File: src/rtl/priority_stack_lifo_ties_core_macros.svh
// assertion macros shared by the priority stack rtl
`ifndef PRIORITY_STACK_LIFO_TIES_CORE_MACROS_SVH
`define PRIORITY_STACK_LIFO_TIES_CORE_MACROS_SVH

// checked only while out of reset
`define PSLT_ASSERT_RST(label, clk, rst_n, prop, msg) \
  label: assert property (@(posedge clk) disable iff (!rst_n) prop) else $error(msg);

// checked on every edge
`define PSLT_ASSERT(label, clk, prop, msg) \
  label: assert property (@(posedge clk) prop) else $error(msg);

`endif

File: src/rtl/pslt_pkg.sv
// types and constants of the priority stack
package pslt_pkg;

  localparam int CAPACITY       = 16;
  localparam int DATA_WIDTH     = 32;
  localparam int PRIORITY_WIDTH = 8;
  localparam int CNT_W          = $clog2(CAPACITY + 1);

  localparam int ACTION_W = 2;
  localparam int IN_PRIO_W = 8;
  localparam int IN_DATA_W = 32;
  localparam int STATUS_W = 2;

  typedef enum logic [ACTION_W-1:0] {
    ACT_PUSH  = 2'd0,
    ACT_POP   = 2'd1,
    ACT_CLEAR = 2'd2
  } action_t;

  typedef enum logic [STATUS_W-1:0] {
    STAT_OK         = 2'd0,
    STAT_POP_EMPTY  = 2'd1,
    STAT_PUSH_FULL  = 2'd2
  } status_t;

  // broadcast to every cell
  typedef struct packed {
    logic                      push;
    logic                      pop;
    logic [PRIORITY_WIDTH-1:0] new_prio;
    logic [DATA_WIDTH-1:0]     new_data;
  } cell_ctl_t;

  // what a cell shows its neighbors
  typedef struct packed {
    logic                      ge;
    logic [PRIORITY_WIDTH-1:0] prio;
    logic [DATA_WIDTH-1:0]     data;
  } cell_link_t;

endpackage

File: src/rtl/pslt_if.sv
// valid/ready channel interfaces of the priority stack
interface pslt_in_if;
  logic                           valid;
  logic                           ready;
  logic [pslt_pkg::ACTION_W-1:0]  action;
  logic [pslt_pkg::IN_PRIO_W-1:0] priority_in;
  logic [pslt_pkg::IN_DATA_W-1:0] data_in;

  modport source (output valid, action, priority_in, data_in, input ready);
  modport sink   (input valid, action, priority_in, data_in, output ready);
endinterface

interface pslt_out_if;
  logic                           valid;
  logic                           ready;
  logic [pslt_pkg::IN_DATA_W-1:0] data_out;
  logic [pslt_pkg::IN_PRIO_W-1:0] priority_out;
  logic                           popped;
  logic [pslt_pkg::STATUS_W-1:0]  status;
  logic                           is_empty;
  logic                           is_full;

  modport source (output valid, data_out, priority_out, popped, status, is_empty, is_full,
                  input ready);
  modport sink   (input valid, data_out, priority_out, popped, status, is_empty, is_full,
                  output ready);
endinterface

File: src/rtl/pslt_cell.sv
// one slot of the sorted shift chain
module pslt_cell (
  input  logic                 clk,
  input  pslt_pkg::cell_ctl_t  ctl,
  input  logic                 valid,
  input  pslt_pkg::cell_link_t left,
  input  pslt_pkg::cell_link_t right,
  output pslt_pkg::cell_link_t link
);

  logic [pslt_pkg::PRIORITY_WIDTH-1:0] prio_r, prio_nxt;
  logic [pslt_pkg::DATA_WIDTH-1:0]     data_r, data_nxt;
  logic                                ge;

  // strictly higher entries stay ahead of a new push
  assign ge = valid && (prio_r > ctl.new_prio);

  assign link.ge   = ge;
  assign link.prio = prio_r;
  assign link.data = data_r;

  always_comb begin
    prio_nxt = prio_r;
    data_nxt = data_r;
    priority if (ctl.push) begin
      if (!ge) begin
        if (left.ge) begin
          prio_nxt = ctl.new_prio;
          data_nxt = ctl.new_data;
        end else begin
          prio_nxt = left.prio;
          data_nxt = left.data;
        end
      end
    end else if (ctl.pop) begin
      prio_nxt = right.prio;
      data_nxt = right.data;
    end else begin
      prio_nxt = prio_r;
      data_nxt = data_r;
    end
  end

  always_ff @(posedge clk) begin
    prio_r <= prio_nxt;
    data_r <= data_nxt;
  end

endmodule

File: src/rtl/priority_stack_lifo_ties_core.sv
// Bounded priority stack: entries sit in a chain of CAPACITY cells kept sorted by priority,
// highest first and newest first among equal priorities, so a pop always takes the head
// cell and a push slides lower entries one cell down. The
// chain updates in the cycle the beat is accepted and the result lands in an output
// register, so one beat per cycle is sustained while the result side keeps up. A push on
// a full stack is dropped and flagged, a pop on an empty stack returns zeros and is flagged.
`include "priority_stack_lifo_ties_core_macros.svh"

module priority_stack_lifo_ties_core (
  input  logic         clk,
  input  logic         rst_n,
  pslt_in_if.sink      in_chan,
  pslt_out_if.source   out_chan
);

  localparam int CAP = pslt_pkg::CAPACITY;

  logic [pslt_pkg::CNT_W-1:0] count_r, count_nxt;
  logic                       out_valid_r;
  logic [pslt_pkg::IN_DATA_W-1:0] data_out_r, data_out_nxt;
  logic [pslt_pkg::IN_PRIO_W-1:0] prio_out_r, prio_out_nxt;
  logic                       popped_r, popped_nxt;
  pslt_pkg::status_t          status_r, status_nxt;
  logic                       is_empty_r, is_full_r;

  logic                 acc, full, empty, do_push, do_pop, do_clear;
  pslt_pkg::action_t    act;
  pslt_pkg::cell_ctl_t  ctl;
  pslt_pkg::cell_link_t links [CAP];

  assign in_chan.ready = !out_valid_r || out_chan.ready;
  assign acc   = in_chan.valid && in_chan.ready;
  assign act   = pslt_pkg::action_t'(in_chan.action);
  assign full  = (count_r == pslt_pkg::CNT_W'(CAP));
  assign empty = (count_r == '0);

  always_comb begin
    do_push      = 1'b0;
    do_pop       = 1'b0;
    do_clear     = 1'b0;
    status_nxt   = pslt_pkg::STAT_OK;
    unique case (act)
      pslt_pkg::ACT_PUSH: begin
        do_push = acc && !full;
        if (full) status_nxt = pslt_pkg::STAT_PUSH_FULL;
      end
      pslt_pkg::ACT_POP: begin
        do_pop = acc && !empty;
        if (empty) status_nxt = pslt_pkg::STAT_POP_EMPTY;
      end
      pslt_pkg::ACT_CLEAR: do_clear = acc;
      default: ;
    endcase
  end

  always_comb begin
    count_nxt = count_r;
    priority if (do_clear) count_nxt = '0;
    else if (do_push)      count_nxt = count_r + pslt_pkg::CNT_W'(1);
    else if (do_pop)       count_nxt = count_r - pslt_pkg::CNT_W'(1);
    else                   count_nxt = count_r;
  end

  always_comb begin
    data_out_nxt = '0;
    prio_out_nxt = '0;
    popped_nxt   = 1'b0;
    if (do_pop) begin
      data_out_nxt = pslt_pkg::IN_DATA_W'(links[0].data);
      prio_out_nxt = pslt_pkg::IN_PRIO_W'(links[0].prio);
      popped_nxt   = 1'b1;
    end
  end

  assign ctl.push     = do_push;
  assign ctl.pop      = do_pop;
  assign ctl.new_prio = pslt_pkg::PRIORITY_WIDTH'(in_chan.priority_in);
  assign ctl.new_data = pslt_pkg::DATA_WIDTH'(in_chan.data_in);

  for (genvar g = 0; g < CAP; g++) begin : g_cell
    pslt_pkg::cell_link_t left_l, right_l;
    logic                 valid_l;

    if (g == 0) begin : g_head
      assign left_l = '{ge: 1'b1, prio: '0, data: '0};
    end else begin : g_mid
      assign left_l = links[g-1];
    end
    if (g == CAP - 1) begin : g_tail
      assign right_l = '0;
    end else begin : g_body
      assign right_l = links[g+1];
    end
    assign valid_l = (pslt_pkg::CNT_W'(g) < count_r);

    pslt_cell u_cell (
      .clk   (clk),
      .ctl   (ctl),
      .valid (valid_l),
      .left  (left_l),
      .right (right_l),
      .link  (links[g])
    );
  end

  always_ff @(posedge clk) begin
    if (!rst_n) begin
      count_r     <= '0;
      out_valid_r <= 1'b0;
    end else begin
      count_r <= count_nxt;
      if (acc) begin
        out_valid_r <= 1'b1;
      end else if (out_chan.ready) begin
        out_valid_r <= 1'b0;
      end
    end
  end

  always_ff @(posedge clk) begin
    if (acc) begin
      data_out_r <= data_out_nxt;
      prio_out_r <= prio_out_nxt;
      popped_r   <= popped_nxt;
      status_r   <= status_nxt;
      is_empty_r <= (count_nxt == '0);
      is_full_r  <= (count_nxt == pslt_pkg::CNT_W'(CAP));
    end
  end

  assign out_chan.valid        = out_valid_r;
  assign out_chan.data_out     = data_out_r;
  assign out_chan.priority_out = prio_out_r;
  assign out_chan.popped       = popped_r;
  assign out_chan.status       = status_r;
  assign out_chan.is_empty     = is_empty_r;
  assign out_chan.is_full      = is_full_r;

  `PSLT_ASSERT_RST(a_count_range, clk, rst_n,
    count_r <= pslt_pkg::CNT_W'(CAP), "count over capacity")
  `PSLT_ASSERT_RST(a_head_sorted, clk, rst_n,
    (count_r >= pslt_pkg::CNT_W'(2)) |-> (links[0].prio >= links[1].prio), "head not highest")
  `PSLT_ASSERT_RST(a_pop_count, clk, rst_n,
    do_pop |=> (count_r == $past(count_r) - pslt_pkg::CNT_W'(1)), "pop count slip")
  `PSLT_ASSERT_RST(a_popped_ok, clk, rst_n,
    (out_valid_r && popped_r) |-> (status_r == pslt_pkg::STAT_OK), "popped with error status")
  `PSLT_ASSERT(a_reset_idle, clk,
    !$past(rst_n) |-> (!out_valid_r && count_r == '0), "not idle after reset")

endmodule
File: src/flat_wrapper.sv
// flat-port wrapper written by rule: the top's interface ports become plain ports
module priority_stack_lifo_ties_core_flat 
  (clk, rst_n, in_chan_valid, in_chan_action, in_chan_priority_in, in_chan_data_in, in_chan_ready, out_chan_valid, out_chan_data_out, out_chan_priority_out, out_chan_popped, out_chan_status, out_chan_is_empty, out_chan_is_full, out_chan_ready);
  pslt_in_if in_chan_i ();
  pslt_out_if out_chan_i ();
  input  logic clk;
  input  logic rst_n;
  input wire logic [$bits(in_chan_i.valid)-1:0] in_chan_valid;
  input wire logic [$bits(in_chan_i.action)-1:0] in_chan_action;
  input wire logic [$bits(in_chan_i.priority_in)-1:0] in_chan_priority_in;
  input wire logic [$bits(in_chan_i.data_in)-1:0] in_chan_data_in;
  output wire logic [$bits(in_chan_i.ready)-1:0] in_chan_ready;
  output wire logic [$bits(out_chan_i.valid)-1:0] out_chan_valid;
  output wire logic [$bits(out_chan_i.data_out)-1:0] out_chan_data_out;
  output wire logic [$bits(out_chan_i.priority_out)-1:0] out_chan_priority_out;
  output wire logic [$bits(out_chan_i.popped)-1:0] out_chan_popped;
  output wire logic [$bits(out_chan_i.status)-1:0] out_chan_status;
  output wire logic [$bits(out_chan_i.is_empty)-1:0] out_chan_is_empty;
  output wire logic [$bits(out_chan_i.is_full)-1:0] out_chan_is_full;
  input wire logic [$bits(out_chan_i.ready)-1:0] out_chan_ready;
  assign in_chan_i.valid = in_chan_valid;
  assign in_chan_i.action = in_chan_action;
  assign in_chan_i.priority_in = in_chan_priority_in;
  assign in_chan_i.data_in = in_chan_data_in;
  assign in_chan_ready = in_chan_i.ready;
  assign out_chan_valid = out_chan_i.valid;
  assign out_chan_data_out = out_chan_i.data_out;
  assign out_chan_priority_out = out_chan_i.priority_out;
  assign out_chan_popped = out_chan_i.popped;
  assign out_chan_status = out_chan_i.status;
  assign out_chan_is_empty = out_chan_i.is_empty;
  assign out_chan_is_full = out_chan_i.is_full;
  assign out_chan_i.ready = out_chan_ready;
  priority_stack_lifo_ties_core u_core (.clk(clk), .rst_n(rst_n), .in_chan(in_chan_i), .out_chan(out_chan_i));
endmodule
File: config.mk
export PLATFORM = sky130hd
export DESIGN_NAME = priority_stack_lifo_ties_core_flat
export DESIGN_NICKNAME = d
export VERILOG_FILES = /design/src/rtl/pslt_pkg.sv /design/src/rtl/pslt_if.sv /design/src/rtl/pslt_cell.sv /design/src/rtl/priority_stack_lifo_ties_core.sv /design/src/flat_wrapper.sv
export VERILOG_INCLUDE_DIRS = /design/src /design/src/rtl
export SDC_FILE = /design/constraint.sdc
export NUM_CORES = 2
export LEC_CHECK = 0
export BUFFER_PORTS_ARGS = -buffer_cell sky130_fd_sc_hd__buf_2
export CORE_MARGIN = 2
export CORE_UTILIZATION = 30
export CTS_CLUSTER_DIAMETER = 200
export DETAILED_ROUTE_END_ITERATION = 10
export PLACE_DENSITY = 0.42
export SYNTH_ARGS = -nofsm -noshare
export SYNTH_HDL_FRONTEND = slang
export SYNTH_SLANG_ARGS = --single-unit
File: constraint.sdc
create_clock -name clk -period 6.8 [get_ports clk]
set_input_delay 0 -clock clk [delete_from_list [all_inputs] [get_ports clk]]
set_output_delay 0 -clock clk [all_outputs]
set_load 0.02 [all_outputs]
---- Word-level counts from Yosys, hierarchy flattened ----
Index checks and enable logic that the tools add are counted.
operators by class
  mux-type cells .......................... 138
  order comparisons ....................... 32
  equality and inequality tests ........... 20
  add/sub/neg operators ................... 2
  reduce and logical (&&, ||, !) cells .... 44
operators by type and width
  kind                   count
  $mux W32               63
  $mux W8                63
  $gt A8 B8 Y1           16
  $lt A4 B5 Y1 const A   8
  $ne A2 B2 Y1 const B   16
  $reduce_and A2 Y1      16
  $lt A3 B5 Y1 const A   4
  $logic_and A1 B1 Y1    19
  $mux W5                3
  $eq A5 B5 Y1 const B   2
  $logic_not A5 Y1       2
  $lt A1 B5 Y1 const A   2
  $lt A2 B5 Y1 const A   2
  $mux W1                7
  $add A5 B1 Y5 const B  1
  $sub A5 B1 Y5 const B  1
  $pmux W2 S2            1
  $reduce_bool A2 Y1     2
  $logic_not A1 Y1       3
  $eq A2 B1 Y1 const B   1
  $eq A2 B2 Y1 const B   1
  $logic_not A2 Y1       1
  $mux W2                1
  $logic_or A1 B1 Y1     1
word-level totals
  register bits ........................... 691
  logic and storage cells ................. 276
  output and inout port bits .............. 47

---- Depth between registers and ports, before layout ----
  depth in word-level cells ............... 9
  mapped depth ............................ 11
  mapped depth without buffers ............ 8

---- Cells and area by module ----
A second synthesis with hierarchy kept.
unflattened totals
  cell total of the unflattened synthesis .. 3488
  area, all modules ....................... 39733.1 µm²
by module, submodules not included
  module                         sequential area each (µm²)  times used  cells an instance  area an instance (µm²)
  pslt_cell                      1201.2                      16          206                2336.0
  priority_stack_lifo_ties_core  1471.4                      1           192                2357.3

---- Worst setup path after synthesis ----
Ideal clock, no wire load.
  path type ............................... register to register
  start point ............................. reg u_core.out_valid_r (netlist: u_core.out_chan.valid)
  end point ............................... reg u_core.g_cell[15].u_cell.data_r[0] in the netlist's numbering (enable)
  data arrival time ....................... 4319 ps
  cell stages (with the launch flop) ...... 8
  path slack .............................. 1988 ps
  path buffers ............................ 3
  data required time ...................... 6307 ps
  cell sequence ........................... dfxtp_1 > nand2b_1 > clkbuf_1 > and4_1 > buf_4 > buf_2 > nand2_1 > o21ai_0
on the way
  word-level cells in the longest chain between the ends .. 7
  elaborated cells on any way between the ends .. 10
RTL lines
  what                                                                 RTL line                                                                  source
  start, declared                                                      priority_stack_lifo_ties_core.sv:19                                       logic out_valid_r;
  start signal, assigned                                               priority_stack_lifo_ties_core.sv:109                                      out_valid_r <= 1'b0;
  start signal, assigned                                               priority_stack_lifo_ties_core.sv:113                                      out_valid_r <= 1'b1;
  start signal, assigned                                               priority_stack_lifo_ties_core.sv:115                                      out_valid_r <= 1'b0;
  $logic_not A1 Y1 (*)                                                 priority_stack_lifo_ties_core.sv:31                                       assign in_chan.ready = !out_valid_r || out_chan.ready;
  $logic_or A1 B1 Y1 (*)                                               priority_stack_lifo_ties_core.sv:31
  via in_chan_ready                                                    flat_wrapper.sv:12                                                        output wire logic [$bits(in_chan_i.ready)-1:0] in_chan_ready;
  $logic_and A1 B1 Y1 (*)                                              priority_stack_lifo_ties_core.sv:32                                       assign acc = in_chan.valid && in_chan.ready;
  $logic_and A1 B1 Y1, on equally long branches                        priority_stack_lifo_ties_core.sv:44, priority_stack_lifo_ties_core.sv:48
  $mux W1                                                              priority_stack_lifo_ties_core.sv:42                                       unique case (act)
  $ne A2 B2 Y1 (no line) / $reduce_bool A2 Y1 (equally long branches)  n/a
  $reduce_and A2 Y1 (no line) (*)                                      n/a
  end signal, assigned                                                 pslt_cell.sv:46                                                           data_r <= data_nxt;
  end, declared                                                        pslt_cell.sv:12                                                           logic [pslt_pkg::DATA_WIDTH-1:0] data_r, data_nxt;
Mark *: on every way through the listed nets, which the timed path passes. The rest lies on a longest branch.
A chain may end at the register's enable or synchronous reset.

---- Worst setup path in the final report ----
  start point ............................. reg u_core.count_r[4] in the netlist's numbering
  end point ............................... reg u_core.g_cell[13].u_cell.data_r[18] in the netlist's numbering (enable)
on the way
  word-level cells in the longest chain between the ends .. 6
  elaborated cells on any way between the ends .. 13
RTL lines
  what                                                                  RTL line                              source
  start, declared                                                       priority_stack_lifo_ties_core.sv:18   logic [pslt_pkg::CNT_W-1:0] count_r, count_nxt;
  start signal, assigned                                                priority_stack_lifo_ties_core.sv:111  count_r <= count_nxt;
  parallel branches: the longest is 5 deep, another holds $lt A4 B5 Y1  n/a
  $reduce_and A2 Y1 (no line) (*)                                       n/a
  end signal, assigned                                                  pslt_cell.sv:46
  end, declared                                                         pslt_cell.sv:12
Every way passes the cells marked *.

==> flow_summary_export.csv <==
group,metric,value,unit
finish,area_growth,12.18,%
drt,routed_wl,119.3,mm
finish,layout.nets,3486,
drt,firstDrtPassIters,5,
yosys,synth_compound_area_frac,0.2203,
global_route,globalRoute.totalOverflow,0,
floorplan,ios,93,
flow_run,maxCapViolations,0,
clock_tree,clock-root-buffer,"clkbuf_16",
yosys,netlist.area_leader.share,0.5488,
yosys,synthesis.nets,3603,
yosys,synth_xor_area_frac,0.0004673,
sta,final-hold-violation-count,0,
drt,routed-via-count,28450,
yosys,muxShareOfSynthArea,0.01175,
yosys,synth-edff-count,685,
worst_hold_path,hold_path_class,"input pin to flip-flop",
floorplan,die_y,357.5,um
sta,fmaxAchievable,240.1,MHz
floorplan,core,123800,um2
clock_tree,cts_tree,"yes",
floorplan,initial_core_util,0.3028,
yosys,syn_inst,3425,
drt,drt-wirelength-per-cell,23.84,um
power,p_per_area,250.9,nW/um2
yosys,yosysWarnings,0,
placement,place_area,39330,um2
clock_tree,clk_pin_slew,0.06,ns
placement,portBuffers,92,
clock_tree,htreeDepth,3,
global_route,grt_pass1_vias,31490,
clock_tree,cts_resized,0,
sta,final.setup_skew,0.02401,ns
sta,max_slew.worst_pin.slew,1.237,ns
drt,drc,0,
clock_tree,clkLatencyLatePin,0.64,ns
finish,fillCellCount,12410,
setup_path,path_max_fanout,41,
yosys,synth_top_area_cell,"edfxtp_1",
finish,insertedDiodeCount,0,
floorplan,die_area,127800,um2
drt,drtIter0Drc,1994,
sta,relSlewSlack,0.1756,
clock_tree,clock_path_buffers,3,
power,max-vdd-ir-drop,0.0001763,V
yosys,seq_area_frac_synth,0.5520,
clock_tree,cts_buffers,85,
yosys,synth_top_family_by_area,"compound AO/OA/AOI/OAI gates",
clock_tree,clkSinkCount,691,
finish,drive_gt1_frac,0.09439,
setup_path,crit_required,7.05,ns
finish,final_core_util,0.3397,
drt,drtAntennaViolNets,0,
finish,final_area,42050,um2
yosys,synthesis.area,37480,um2
floorplan,fp.dieW,357.5,um
sta,final-setup-viol-count,0,
yosys,ys_types,57,
drt,routed_via_density,5.683,
global_route,grt_max_degree,230,
sta,slew_violations,0,
setup_path,path_class,"flip-flop to flip-flop",
global_route,antenna_found_initial,0,
floorplan,fp-row-count,129,
power,p_leak,14.32,nW
placement,gp_congestion,0.8145,
global_route,track_usage,0.1838,
sta,rsz0062_at_grt,"no",
setup_path,slowest_stage,"a21o_2",
setup_path,cp-start-kind,"flip-flop",
yosys,ys_seq_elements,691,
sta,fin_crit_sh,0.6126,
yosys,synth_most_common_cell,"o211ai_1",
setup_path,end_kind,"flip-flop",
yosys,synthTopCellsByCount,"o211ai_1, nand2_1, edfxtp_1",
run_status,status,"complete, no violations",
setup_path,cp.arrival,4.41,ns
yosys,synthAdderAreaFrac,0.04406,
yosys,async_reset_ff_frac,0,
setup_path,slowest_delay,1.01,ns
sta,tns,0,ns
placement,place_hpwl,82.16,mm
global_route,grt_pass1_wl,185.2,mm
yosys,synth-simple-area-share,0.1245,
setup_path,worstPathCellList,"a31oi_1, a21oi_1, o31ai_4, buf_4, or2_2, a21o_2",
yosys,synth_top_flop_cell,"edfxtp_1",
sta,period_minus_slack,4.165,ns
yosys,synth_area_leaders,"edfxtp_1, o211ai_1, nand2_1",
yosys,synth.avg_cell_area,10.94,um2
==> state kept, by name, indices dropped and copies added, names as in the netlist, 2 cells and up <==
name,count
u_core.count_r,5
u_core.g_cell.u_cell.data_r,512
u_core.g_cell.u_cell.prio_r,128
u_core.out_chan.data_out,32
u_core.out_chan.priority_out,8
u_core.out_chan.status,2
==> report_power, final <==
group,leakage (nW),internal (mW),switching (mW),total (mW)
sequential,6.40,4.93,0.122,5.05
clock,1.29,2.63,1.86,4.49
combinational,6.63,0.301,0.706,1.01
total,14.3,7.86,2.69,10.6
==> area by class of cell <==
class	count	area [um2]	area share
Clock inverter	44	415.4	0.009879
Sequential cell	691	20690	0.4920
Timing Repair Buffer	177	1176	0.02797
Clock buffer	104	2241	0.05329
Inverter	41	156.4	0.003719
Tap cell	1637	2048	0.04871
Multi-Input combinational cell	2312	15320	0.3644
==> worst paths after layout <==
| path | from | to | slack (ns) | cells after the start |
|---|---|---|---|---|
| max reg2reg | u_core.count_r[4]$_SDFF_PN0_ | u_core.g_cell[13].u_cell.data_r[18]$_DFFE_PP_ | 2.63 | 6 |
| max | u_core.count_r[4]$_SDFF_PN0_ | u_core.g_cell[13].u_cell.data_r[18]$_DFFE_PP_ | 2.63 | 6 |
| min | out_chan_ready | u_core.out_chan.status[1]$_DFFE_PN_ | 0.12 | 3 |
| min reg2reg | u_core.g_cell[15].u_cell.data_r[23]$_SDFFCE_PP0P_ | u_core.g_cell[14].u_cell.data_r[23]$_DFFE_PP_ | 0.55 | 2 |
==> critical path: cells and delay by family (launching register included) <==
family	cells	cell delay (ns)
buffers and inverters	1	0.49
AO/OA/AOI/OAI	4	1.74
AND/OR/NAND/NOR	1	0.94
flip-flops	1	0.55
==> per-stage QoR <==
stage	cells	setup WS, ns	power [mW]	hold slack, ns
after CTS	5006	2.501	10.70	0.05040
after floorplan	3425	1.988	5.769	0.1217
after global placement	4852	2.293	6.116	0.2808
final	5006	2.635	10.55	0.1200
after global routing	5006	2.335	10.96	0.1280
after detailed placement	4852	2.365	6.153	0.2782
==> cells by family after synthesis <==
group	count (synthesis)
AO/OA/AOI/OAI	1103
XOR/XNOR	2
adder cells (fa/ha/maj)	132
buffers and inverters	422
flip-flops	691
multiplexers	44
AND/OR/NAND/NOR	1031
==> timing repair <==
item	in CTS	in global routing
endpoints found under the hold margin	12	0
setup endpoints to repair	0	0
hold buffers	6	0
buffers inserted	0	0
==> per-layer routing <==
layer | global-route usage | share of wire
met1 | 0.2361 | 0.45
met2 | 0.3206 | 0.49
met3 | 0.02337 | 0.035
met4 | 0.05748 | 0.026
met5 | 0 | 0
==> cell usage in the layout, fill, tap and decap left out, types with 3 or more instances in the layout <==
cell type      Yosys  routed
mux2i_1           44      44
buf_12             0       5
o211a_1            6       6
or2_1              8       8
a21oi_1           26      26
clkbuf_1         242      17
edfxtp_1         685     685
clkinvlp_4         0       3
clkbuf_16          0      87
clkinv_2           0      11
clkinv_1           0      19
bufinv_16          0       8
dfxtp_1            6       6
nand3_1            4       4
nand4_1          181     181
ha_1             132     132
dlygate4sd3_1      0       6
nand2b_1           7       7
and2_1            45      44
o21a_1             3       3
a2111oi_4          0       8
o21ai_0           28      27
o221ai_1          17      15
a21o_1            22      20
nor2_1            11      11
and4_1             9       8
nand2_1          730     730
buf_2            111      92
buf_4              5      74
nor3_1             4       4
nor2b_1           15      15
inv_1             40      40
or2_2              3       3
o311ai_4           0       4
o211ai_1         961     961
a211oi_1          11      11
No activity file was read; power rests on OpenSTA's default activity.
